## config.mk

```make
export PLATFORM = sky130hd
export DESIGN_NAME = rau_divider
export DESIGN_NICKNAME = d
export VERILOG_FILES = /design/src/rtl/core/rau_pkg.sv /design/src/rtl/core/rau_divider.sv
export SDC_FILE = /design/constraint.sdc
export NUM_CORES = 1
export LEC_CHECK = 0
export BUFFER_PORTS_ARGS = -buffer_cell sky130_fd_sc_hd__buf_2
export CAP_MARGIN = 25
export CORE_ASPECT_RATIO = 1.75
export CORE_MARGIN = 3
export CORE_UTILIZATION = 50
export CTS_CLUSTER_SIZE = 14
export DETAILED_ROUTE_END_ITERATION = 16
export GPL_TIMING_DRIVEN = 0
export PLACE_DENSITY = 0.87
export SYNTH_ARGS = -nofsm -noshare
export SYNTH_HDL_FRONTEND = slang
export SYNTH_SLANG_ARGS = --single-unit
```

## constraint.sdc

```tcl
create_clock -name clk -period 3.4 [get_ports clk]
set_clock_uncertainty 0.15 [all_clocks]
set_input_delay 0.17 -clock clk [delete_from_list [all_inputs] [get_ports clk]]
set_output_delay 0.17 -clock clk [all_outputs]
set_load 0.03 [all_outputs]
```

## src/rtl/core/rau_pkg.sv

```systemverilog
`timescale 1ns / 1ps

package rau_pkg;

    localparam int unsigned WORD_BITS = 64;

    typedef enum logic [2:0] {
        CMD_ADD = 3'd0,
        CMD_SUB = 3'd1,
        CMD_MUL = 3'd2,
        CMD_DIV = 3'd3,
        CMD_RED = 3'd4
    } cmd_t;

    typedef enum logic [3:0] {
        ST_IDLE,
        ST_MUL0,
        ST_MUL1,
        ST_MUL2,
        ST_GCD_START,
        ST_GCD_WAIT,
        ST_DIVN_START,
        ST_DIVN_WAIT,
        ST_DIVD_START,
        ST_DIVD_WAIT,
        ST_DONE
    } state_t;

    typedef struct packed {
        logic                 start;
        logic [WORD_BITS-1:0] dividend;
        logic [WORD_BITS-1:0] divisor;
    } div_req_t;

    typedef struct packed {
        logic                 done;
        logic [WORD_BITS-1:0] quotient;
        logic [WORD_BITS-1:0] remainder;
    } div_rsp_t;

endpackage

```

## src/rtl/core/rau_divider.sv

```systemverilog
`timescale 1ns / 1ps

module rau_divider
(
    input  logic              clk,
    input  logic              rst_n,
    input  rau_pkg::div_req_t req,
    output rau_pkg::div_rsp_t rsp
);
    import rau_pkg::*;

    localparam int unsigned CNT_BITS = $clog2(WORD_BITS + 1);

    logic                 busy_reg, busy_next;
    logic                 done_reg, done_next;
    logic [CNT_BITS-1:0]  cnt_reg, cnt_next;
    logic [WORD_BITS-1:0] quo_reg, quo_next;
    logic [WORD_BITS-1:0] rem_reg, rem_next;
    logic [WORD_BITS-1:0] dvs_reg, dvs_next;
    logic [WORD_BITS:0]   trial;
    logic [WORD_BITS:0]   diff;

    assign trial = {rem_reg, quo_reg[WORD_BITS-1]};
    assign diff  = trial - {1'b0, dvs_reg};

    always_comb
    begin
        busy_next = busy_reg;
        done_next = 1'b0;
        cnt_next  = cnt_reg;
        quo_next  = quo_reg;
        rem_next  = rem_reg;
        dvs_next  = dvs_reg;
        if (req.start)
        begin
            busy_next = 1'b1;
            cnt_next  = CNT_BITS'(WORD_BITS);
            quo_next  = req.dividend;
            rem_next  = '0;
            dvs_next  = req.divisor;
        end
        else if (busy_reg)
        begin
            if (!diff[WORD_BITS])
            begin
                rem_next = diff[WORD_BITS-1:0];
                quo_next = {quo_reg[WORD_BITS-2:0], 1'b1};
            end
            else
            begin
                rem_next = trial[WORD_BITS-1:0];
                quo_next = {quo_reg[WORD_BITS-2:0], 1'b0};
            end
            cnt_next = cnt_reg - 1'b1;
            if (cnt_reg == CNT_BITS'(1))
            begin
                busy_next = 1'b0;
                done_next = 1'b1;
            end
        end
    end

    always_ff @(posedge clk or negedge rst_n)
    begin
        if (!rst_n)
        begin
            busy_reg <= 1'b0;
            done_reg <= 1'b0;
            cnt_reg  <= '0;
        end
        else
        begin
            busy_reg <= busy_next;
            done_reg <= done_next;
            cnt_reg  <= cnt_next;
        end
    end

    always_ff @(posedge clk)
    begin
        quo_reg <= quo_next;
        rem_reg <= rem_next;
        dvs_reg <= dvs_next;
    end

    assign rsp.done      = done_reg;
    assign rsp.quotient  = quo_reg;
    assign rsp.remainder = rem_reg;

endmodule
```

==> results of run 1 <==
[through the flow]
stage | setup WS, ns | hold WS [ns] | TNS, ns | instances | total power, mW
6_report | -0.2065 | 0.1651 | -3.605 | 2056 | 9.446
5_1_grt | -0.3269 | 0.2034 | -9.633 | 2056 | 9.836
4_1_cts | -0.1054 | 0.1771 | -0.4476 | 2032 | 9.137
2_1_floorplan | -0.01363 | -0.2756 | -0.04880 | 1285 | 5.544
3_3_place_gp | -1.028 | -0.1242 | -109.87 | 1852 | 6.461
3_5_place_dp | -0.8799 | -0.1161 | -41.92 | 1853 | 6.533
[where the power goes]
part	switching, mW	internal (mW)	total [mW]
clock	1.00	1.33	2.33
sequential	0.347	2.99	3.33
combinational	2.35	1.43	3.78
total	3.70	5.75	9.45
[area by class of cell]
class                   instances  area [sq um]  area share, %
flip-flops and latches        201          5365          31.05
inverters                      86         322.8          1.868
repair buffers                435          3110          18.00
clock buffers                  30         610.6          3.533
well taps                     308         385.4          2.230
multi-input cells             912          6903          39.95
clock inverters                 8         66.31         0.3838
plain buffers                  76         516.7          2.990
[critical path, delay by kind of cell, from the launching register on]
kind,cells,cell delay [ns]
buf+inv,5,0.78
compound gates,6,1.37
simple gates,4,0.53
fa+ha+maj,1,0.23
flops,1,0.38
[worst max path at each step]
stage               slack (ns)   startpoint          end
finish                   -0.21  dvs_reg[27]  rem_reg[51]
global route             -0.33  dvs_reg[27]  rem_reg[51]
CTS                      -0.11  quo_reg[63]  rem_reg[44]
detailed placement       -0.88  quo_reg[63]  rem_reg[54]
global placement         -1.03     req[128]  quo_reg[11]
floorplan                -0.01  quo_reg[63]  rem_reg[63]
[kinds of logic (layout without fill, tap and decap cells)]
family,Yosys count,after routing
AOI/OAI and AO/OA,369,369
xor gates and xnor gates,53,53
adders and majority gates,67,67
buffers and inverters,172,635
DFF,201,201
muxes,66,66
and+or+nand+nor,357,357
[routing by layer]
metal  routed length, um  vias to the layer above
li1                    -                     5713
met1               15050                     5984
met2               24180                      705
met3                3277                      247
met4                3777                        0
met5                   0                        -
[what timing repair did]
action	in CTS	in global routing
hold endpoints to repair	137	0
gates cloned	1	8
buffers inserted	18	18
setup endpoints to repair	65	65
pin swaps	32	109
hold buffers	130	0
resized for setup	115	176
[cells in the mapped netlist (all sizes together), types with 15 or more instances]
master	n	share of area (%)
nand4	30	1.5
nand3	64	2.6
clkbuf	71	2.2
a21o	30	1.8
xnor2	30	2.1
a311oi	53	3.8
nor2	101	3.1
inv	84	2.6
ha	66	6.7
nand2	70	2.1
edfxtp	128	31
buf	15	0.63
xor2	23	1.6
mux2	64	5.9
a21oi	77	3.1
o21ai	105	4.3
dfxtp	64	10
nor3	24	0.98
==> impl_results.md, run 1 <==
* Nature of the critical path startpoint: flip-flop
* Reg clk slew, reported paths at 0.07 ns
* Worst-path fanout max at 10
* GR Util All Layers at 32.12%
* Vias in the first global route at 12930
* Proportion of layout cells with a drive suffix above 1 at 32.89%
* R2R setup slack at -0.21 ns
* Period utilization at 106.1%
* Hold Crit Depth at 1
* Met1 Use GR at 31.33%
* Multiplexer share of the synthesized area at 6.027%
* Initial antenna violation count at 0
* GP Congestion at 0.9548
* Final WL at 46280 um
* Cts bufs inserted at 21
* Compound-Gate Fraction of Synth Area at 20.12%
* Crit-path cells: inv_1 > ha_1 > buf_6 > nand4_1 > buf_4 > nor3_1 > a221oi_1 > nand2_1 > o2bb2ai_4 > o21ai_4 > nand3_4 > a21oi_4 > buf_6 > buf_4 > o21ai_2 > a311oi_1
* Total gr overflow at 0
* Starting Density at 50.96%
* Dpl cell area at 0.01403 sq mm
* RSZ-0062 raised after global routing: true
* Final instance area at 0.01728 sq mm
* Max Freq at 277.3 MHz
* Synth Warn # at 0
* Vias per inst at 6.152
* Grt met2 use at 60.74%
* Kind of critical path: flip-flop to flip-flop
* VDD IR max at 0.5095 mV
* Hold Path Sink: dvs_reg[36]
* Gr busiest metal: met2
* Simple-gate area share of the yosys netlist at 14.23%
* R2R cell count at 16
* Clock buffer depth at 3
* Area growth, synth to finish at 40.61%
* Remaining DRCs at 0
* Largest net degree at the start of global routing at 66
* Largest family of logic cells by synthesized area: compound AO/OA/AOI/OAI gates
* Maxcap violations at 0
* Post-route antenna net violation count at 0
* Total die area at 0.02657 sq mm
* Worst Setup End Kind: flip-flop
* Pleak at 7.453 nW
* Pins over their slew limit at 0
* Clock latency on the worst-skew pair at 0.53 ns
* Synth Area in XOR/XNOR at 3.777%
* Clock Root Buffer: clkbuf_16
* Cell Area, Synth at 0.01229 sq mm
* Most common cell after layout, fill and taps aside: buf_2
* Post-synth cell types at 74
* Layout Utilization at 71.65%
* Met3 GRT Util at 6.505%
* Worst stage delay on the critical path at 0.38 ns
* Worst setup margin at -0.2065 ns
* Htree depth at 1
* Final hold vios at 0
* Final setup fails at 57
* Status: finished, violations left
* Sequential share of the synthesized area at 43.53%
* Post-synthesis adder-cell area fraction at 6.883%
* Mapped Cells at 1285
* TritonCTS clock tree: yes
* Net Count, Synth at 1483
* Ys async rst share at 4.478%
* Drt initial violations at 1091
* First-pass GRT wire length at 68290 um
* Register bit total from synthesis at 201
* Clock sink total at 201
* Diode count at 0
* WP data required at 3.63 ns
* DP HPWL at 31140 um
* Filler cell count at 1659
* Worst EP arrival at 3.84 ns
* Slew HR at 38.20%
* RR Endpoint: rem_reg[51]
* # IOs at 260
* Row count at 75
* EDFF count, synth at 128
* Post-layout minimum cycle time at 3.607 ns
* Max stage delay cell, worst path: edfxtp_1
* Die X-Extent at 124.5 um
* Port-buffer cells at 259
* Reg2reg start: dvs_reg[27]
* Main synth FF type: edfxtp_1
* Total number of vias at 12650
* Avg Cell Area, Syn at 9.564 sq um
* Nets@finish at 1931
* Die H at 213.4 um
* Hold Startpoint: req[128]
* Pre-Repair DR Iteration Count at 6
* Failing checks: negative setup slack
* Pwr Density at 546.6 mW/mm^2
* Hold Crit Class: input pin to flip-flop
* Routed len/inst at 22.51 um
* Core area at 0.02412 sq mm
* Commonest cells after routing, fill and taps aside: buf_2, dlygate4sd3_1, edfxtp_1, nor2_1, inv_1
* Worst Max-Slew Pin Slew at 0.9270 ns
Note: power is estimated with default switching activity, not from simulation.
==> run 2, diff against run 1 <==
--- a/config.mk
+++ b/config.mk
@@ -8,11 +8,12 @@
 export BUFFER_PORTS_ARGS = -buffer_cell sky130_fd_sc_hd__buf_2
 export CAP_MARGIN = 25
 export CORE_ASPECT_RATIO = 1.75
-export CORE_MARGIN = 3
+export CORE_MARGIN = 1
 export CORE_UTILIZATION = 50
 export CTS_CLUSTER_SIZE = 14
 export DETAILED_ROUTE_END_ITERATION = 16
 export GPL_TIMING_DRIVEN = 0
+export MAX_ROUTING_LAYER = met4
 export PLACE_DENSITY = 0.87
 export SYNTH_ARGS = -nofsm -noshare
 export SYNTH_HDL_FRONTEND = slang
==> run 2 against run 1 <==
  * The run still ends with negative setup slack left
  * Fmax down 0.71%
  * Critical endpoint is now rem_reg[60]
  * First-iteration DRC count grew 0.18%
  * Via count up 0.59%
  * Non-clock buffer count up 16
  * Wire length rose by 0.93%
  * Cell count is 0.78% higher
  * Worst hold slack worse by 0.013 ns
  * Highest routed layer unchanged
  * Sequential share of layout area shrank 0.68 points
==> impl_results.md, run 2 (same netlist as run 1, synthesis figures left out) <==
* Status: finished, violations left
* Failing checks: negative setup slack
* Commonest cells after routing, fill and taps aside: buf_2, dlygate4sd3_1, edfxtp_1, nor2_1, inv_1
* Pleak at 7.558 nW
* VDD IR max at 0.4947 mV
* Diode count at 0
* Starting Density at 51.16%
* First-pass GRT wire length at 69300 um
* # IOs at 260
* Worst Max-Slew Pin Slew at 1.001 ns
* Pwr Density at 545.5 mW/mm^2
* Clock Root Buffer: clkbuf_16
* Remaining DRCs at 0
* Cts bufs inserted at 21
* Row count at 75
* RR Endpoint: rem_reg[60]
* Vias in the first global route at 12990
* Largest net degree at the start of global routing at 66
* Total number of vias at 12720
* Maxcap violations at 0
* Most common cell after layout, fill and taps aside: buf_2
* Worst Setup End Kind: flip-flop
* Htree depth at 1
* Port-buffer cells at 259
* WP data required at 3.68 ns
* GP Congestion at 0.9633
* Post-route antenna net violation count at 0
* Proportion of layout cells with a drive suffix above 1 at 33.67%
* Slew HR at 33.29%
* Area growth, synth to finish at 43.68%
* Final hold vios at 0
* Hold Crit Depth at 1
* Max Freq at 275.3 MHz
* Die X-Extent at 120.5 um
* Reg2reg start: quo_reg[63]
* Worst EP arrival at 3.92 ns
* RSZ-0062 raised after global routing: true
* Drt initial violations at 1093
* Power Total at 9.632 mW
* Clock sink total at 201
* Pins over their slew limit at 0
* Multi-input logic area at 0.007069 sq mm
* Final setup fails at 61
* R2R setup slack at -0.23 ns
* Register area at 0.005361 sq mm
* Hold Path Sink: dvs_reg[41]
* Worst-path fanout max at 2
* Layout Utilization at 73.50%
* Hold Crit Class: input pin to flip-flop
* Pre-Repair DR Iteration Count at 6
* Post-layout minimum cycle time at 3.632 ns
* GR Util All Layers at 36.71%
* Vias per inst at 6.141
* Nets@finish at 1947
* Clock buffer depth at 3
* Die H at 209.4 um
* Period utilization at 106.8%
* TritonCTS clock tree: yes
* Reg clk slew, reported paths at 0.07 ns
* Routed len/inst at 22.55 um
* DP HPWL at 30410 um
* Nature of the critical path startpoint: flip-flop
* Clock latency on the worst-skew pair at 0.53 ns
* Filler cell count at 1679
* Total gr overflow at 0
* Initial antenna violation count at 0
* Hold Startpoint: req[128]
* Total die area at 0.02523 sq mm
* Kind of critical path: flip-flop to flip-flop
* R2R cell count at 14
* Worst setup margin at -0.2321 ns
* Core area at 0.02402 sq mm
* Final WL at 46710 um
[run 2: area by class of cell]
cell class | instances | area share [%]
multi-input combinational | 912 | 40.04
sequential | 201 | 30.36
timing repair buffer | 447 | 18.32
buffer | 80 | 3.465
clock buffer | 25 | 3.061
tap | 308 | 2.183
inverter | 86 | 1.828
clock inverter | 13 | 0.7440
[run 2: worst max-delay path by stage]
stage | start | end | slack [ns] | cells after the start
after floorplan | quo_reg[63] | rem_reg[63] | -0.01 | 14
after global placement | req[128] | quo_reg[36] | -1.03 | 4
after detailed placement | quo_reg[63] | rem_reg[53] | -1.08 | 15
after CTS | quo_reg[63] | rem_reg[60] | -0.23 | 14
after global routing | quo_reg[63] | rem_reg[10] | -0.42 | 16
final | quo_reg[63] | rem_reg[60] | -0.23 | 14
[run 2: layer usage]
metal	track usage [%]	part of all wire, %	vias up
li1	-	-	5743
met1	35.48	33	6039
met2	66.47	53	693
met3	5.272	6.4	249
met4	24.99	7.9	0
met5	-	0	-
[run 2: through the flow]
stage          instances  hold WS (ns)  TNS [ns]  setup slack (ns)  cell area (sq um)
2_1_floorplan       1285       -0.2756  -0.04880          -0.01363              12320
3_3_place_gp        1852       -0.1230   -122.22            -1.031              14000
3_5_place_dp        1853       -0.1133    -53.66            -1.083              14030
4_1_cts             2049        0.1675    -5.297           -0.2343              16850
5_1_grt             2072        0.1951    -15.61           -0.4154              17660
6_report            2072        0.1521    -6.969           -0.2321              17660
[run 2: power by group]
| group | total, mW | switching [mW] | internal, mW |
|---|---|---|---|
| clock | 2.33 | 1.03 | 1.30 |
| combinational | 3.97 | 2.45 | 1.53 |
| sequential | 3.33 | 0.341 | 2.99 |
[run 2: critical path, cell delays in order, from the launching register on]
cell       delay (ns)
edfxtp_1         0.45
inv_2            0.07
ha_4             0.17
fa_2             0.42
nor2b_4          0.18
o2111ai_4        0.15
a31oi_4          0.22
o2111ai_4        0.16
a21oi_4          0.28
o21ai_4          0.09
buf_4            0.14
a31oi_1          0.20
nor3_1           0.09
or4b_4           0.51
a311oi_2         0.26
[run 2: timing repair]
action	4_1_cts	5_1_grt
endpoints found under the hold margin	137	0
pin swaps	48	58
hold buffers	130	0
resized for setup	161	160
endpoints found under the setup margin	65	65
gates cloned	6	5
buffers inserted	24	26
==> run 3, diff against run 2 <==
--- a/config.mk
+++ b/config.mk
@@ -14,7 +14,8 @@
 export DETAILED_ROUTE_END_ITERATION = 16
 export GPL_TIMING_DRIVEN = 0
 export MAX_ROUTING_LAYER = met4
-export PLACE_DENSITY = 0.87
+export PLACE_DENSITY = 0.78
+export REMOVE_ABC_BUFFERS = 1
 export SYNTH_ARGS = -nofsm -noshare
 export SYNTH_HDL_FRONTEND = slang
 export SYNTH_SLANG_ARGS = --single-unit
==> run 3 against run 2 <==
  * The run still ends with negative setup slack left
  * Combinational power down 4%
  * Fmax is 1.1% lower
  * Clock power increased by 17%
  * Critical path type unchanged
==> impl_results.md, run 3 (same netlist as run 1, synthesis figures left out) <==
* Max stage delay cell, worst path: or4b_4
* Final WL at 43350 um
* Reg clk slew, reported paths at 0.07 ns
* Gr busiest metal: met2
* Worst stage delay on the critical path at 0.49 ns
* Kind of critical path: flip-flop to flip-flop
* Clock sink total at 201
* Status: finished, violations left
* Worst Max-Slew Pin Slew at 0.7439 ns
* Total gr overflow at 0
* Filler cell count at 1735
* Post-layout minimum cycle time at 3.673 ns
* Port-buffer cells at 259
* Die X-Extent at 120.5 um
* Int Power at 6.213 mW
* Routed len/inst at 21.58 um
* Max Freq at 272.2 MHz
* DP HPWL at 25470 um
* Worst setup margin at -0.2732 ns
* Nature of the critical path startpoint: flip-flop
* Net Sw Frac at 37.14%
* Initial antenna violation count at 0
* Row count at 75
* Drt initial violations at 1001
* Hold Crit Depth at 2
* Cell family with most CP delay: compound AO/OA/AOI/OAI gates
* Htree depth at 1
* Multi-input logic area at 0.006922 sq mm
* Slew HR at 50.34%
* # IOs at 260
* Net switching power at 3.671 mW
* RSZ-0062 raised after global routing: true
* Final hold vios at 0
* WP data required at 3.67 ns
* Failing checks: negative setup slack
* First-pass GRT wire length at 63620 um
* Worst-path fanout max at 4
* Proportion of layout cells with a drive suffix above 1 at 31.98%
* Period utilization at 108.0%
* Post-route antenna net violation count at 0
* Hold Crit Class: input pin to flip-flop
* Clock buffer depth at 3
* Pre-Repair DR Iteration Count at 6
* GP Congestion at 0.9419
* Maxcap violations at 0
* Hold slack at 0.1949 ns
* CP Buf/Inv Count at 3
* Grt met2 use at 59.24%
* Flop pwr share at 33.6%
* Crit-path cells: inv_1 > ha_2 > fa_2 > nor2b_4 > o2111ai_4 > a31oi_4 > o2111ai_4 > a21oi_4 > o21ai_4 > nand3_4 > a21oi_4 > buf_12 > buf_16 > or4b_4 > a311oi_1
* Vias per inst at 6.120
* Worst EP arrival at 3.94 ns
* Register area at 0.005359 sq mm
* Nets@finish at 1884
* Total number of vias at 12300
* Area growth, synth to finish at 41.88%
* Largest net degree at the start of global routing at 138
* Most common cell after layout, fill and taps aside: buf_2
* Cts bufs inserted at 21
* Logic depth of the worst setup path including buffers at 15
* Die H at 209.4 um
* TritonCTS clock tree: yes
* Clk pwr share at 27.6%
* Pins over their slew limit at 0
* Core area at 0.02402 sq mm
* Final setup fails at 60
* Met1 Use GR at 34.17%
* Clock Root Buffer: clkbuf_16
* Comb pwr share at 38.8%
* GR Util All Layers at 33.09%
* Diode count at 0
* Commonest cells after routing, fill and taps aside: buf_2, dlygate4sd3_1, edfxtp_1, nor2_1, inv_1
* Remaining DRCs at 0
* Met3 GRT Util at 5.245%
* R2R cell count at 15
* VDD IR max at 0.5516 mV
* Total die area at 0.02523 sq mm
* Vias in the first global route at 12380
* Pleak at 7.473 nW
* Power Total at 9.885 mW
* Clock latency on the worst-skew pair at 0.54 ns
* Pwr Density at 566.9 mW/mm^2
* Worst Setup End Kind: flip-flop
* Starting Density at 51.16%
run 3: cell count changes in the layout (fill, tap and decap cells not counted), moves of 13 or more:
cell and delta:
a311oi_2 -14, clkbuf_1 -43, nand3_2 -19, nand3_1 +22, ha_2 +13, a311oi_1 +14
run 3: what timing repair did:
item                                    CTS  global route
gates resized for setup                  75           121
pin swaps                                40            56
hold buffers                            131             0
endpoints found under the setup margin   65            65
hold endpoints to repair                183             0
cloned                                    7             7
setup buffers                            31            21
run 3: worst paths after layout:
kind	start	endpoint	slack, ns
hold reg to reg	rem_reg[39]	rem_reg[39]	0.37
setup reg to reg	quo_reg[63]	rem_reg[40]	-0.27
min in group asynchronous	rst_n	done_reg	0.55
max in group asynchronous	rst_n	busy_reg	2.22
hold / removal	req[12]	dvs_reg[12]	0.19
setup / recovery	quo_reg[63]	rem_reg[40]	-0.27
run 3: worst reg2reg max path, delay by kind of cell (launching register included):
| kind | cells | cell delay [ns] |
|---|---|---|
| AO/OA/AOI/OAI | 7 | 1.35 |
| adder cells (fa/ha/maj) | 2 | 0.56 |
| buffers and inverters | 3 | 0.37 |
| flip-flops | 1 | 0.36 |
| AND/OR/NAND/NOR | 3 | 0.79 |
run 3: power groups by stage:
stage               logic (mW)  clock network [mW]  registers (mW)
finish                    3.83                2.73            3.32
floorplan                 1.72                   0            3.76
CTS                       3.54                2.75            3.28
global placement          3.01                   0            3.33
global route              4.09                2.83            3.36
detailed placement        3.11                   0            3.32
run 3: layout make-up:
cell class | instances | area share [%]
tap | 308 | 2.210
timing repair buffer | 460 | 20.83
clock inverter | 10 | 1.033
multi-input combinational | 916 | 39.70
clock buffer | 28 | 3.645
inverter | 86 | 1.851
sequential | 201 | 30.74
run 3: metrics by stage:
step | TNS (ns) | util [%] | area [sq um] | std cells | setup WS [ns]
after CTS | -4.754 | 69.35 | 16660 | 1981 | -0.2250
final | -5.871 | 72.58 | 17440 | 2009 | -0.2732
after global routing | -11.61 | 72.58 | 17440 | 2009 | -0.3685
after floorplan | -219.03 | - | 11950 | 1199 | -2.094
after global placement | -596.15 | 56.72 | 13630 | 1766 | -4.573
after detailed placement | -55.11 | 57.69 | 13860 | 1774 | -1.212
run 3: layer usage:
metal  share of wire [%]  up-vias  wire [um]
met2                  52      647      22420
met3                 7.1      214       3066
met4                 6.9        0       2973
met5                   0        -          0
li1                    -     5616          -
met1                  34     5818      14890
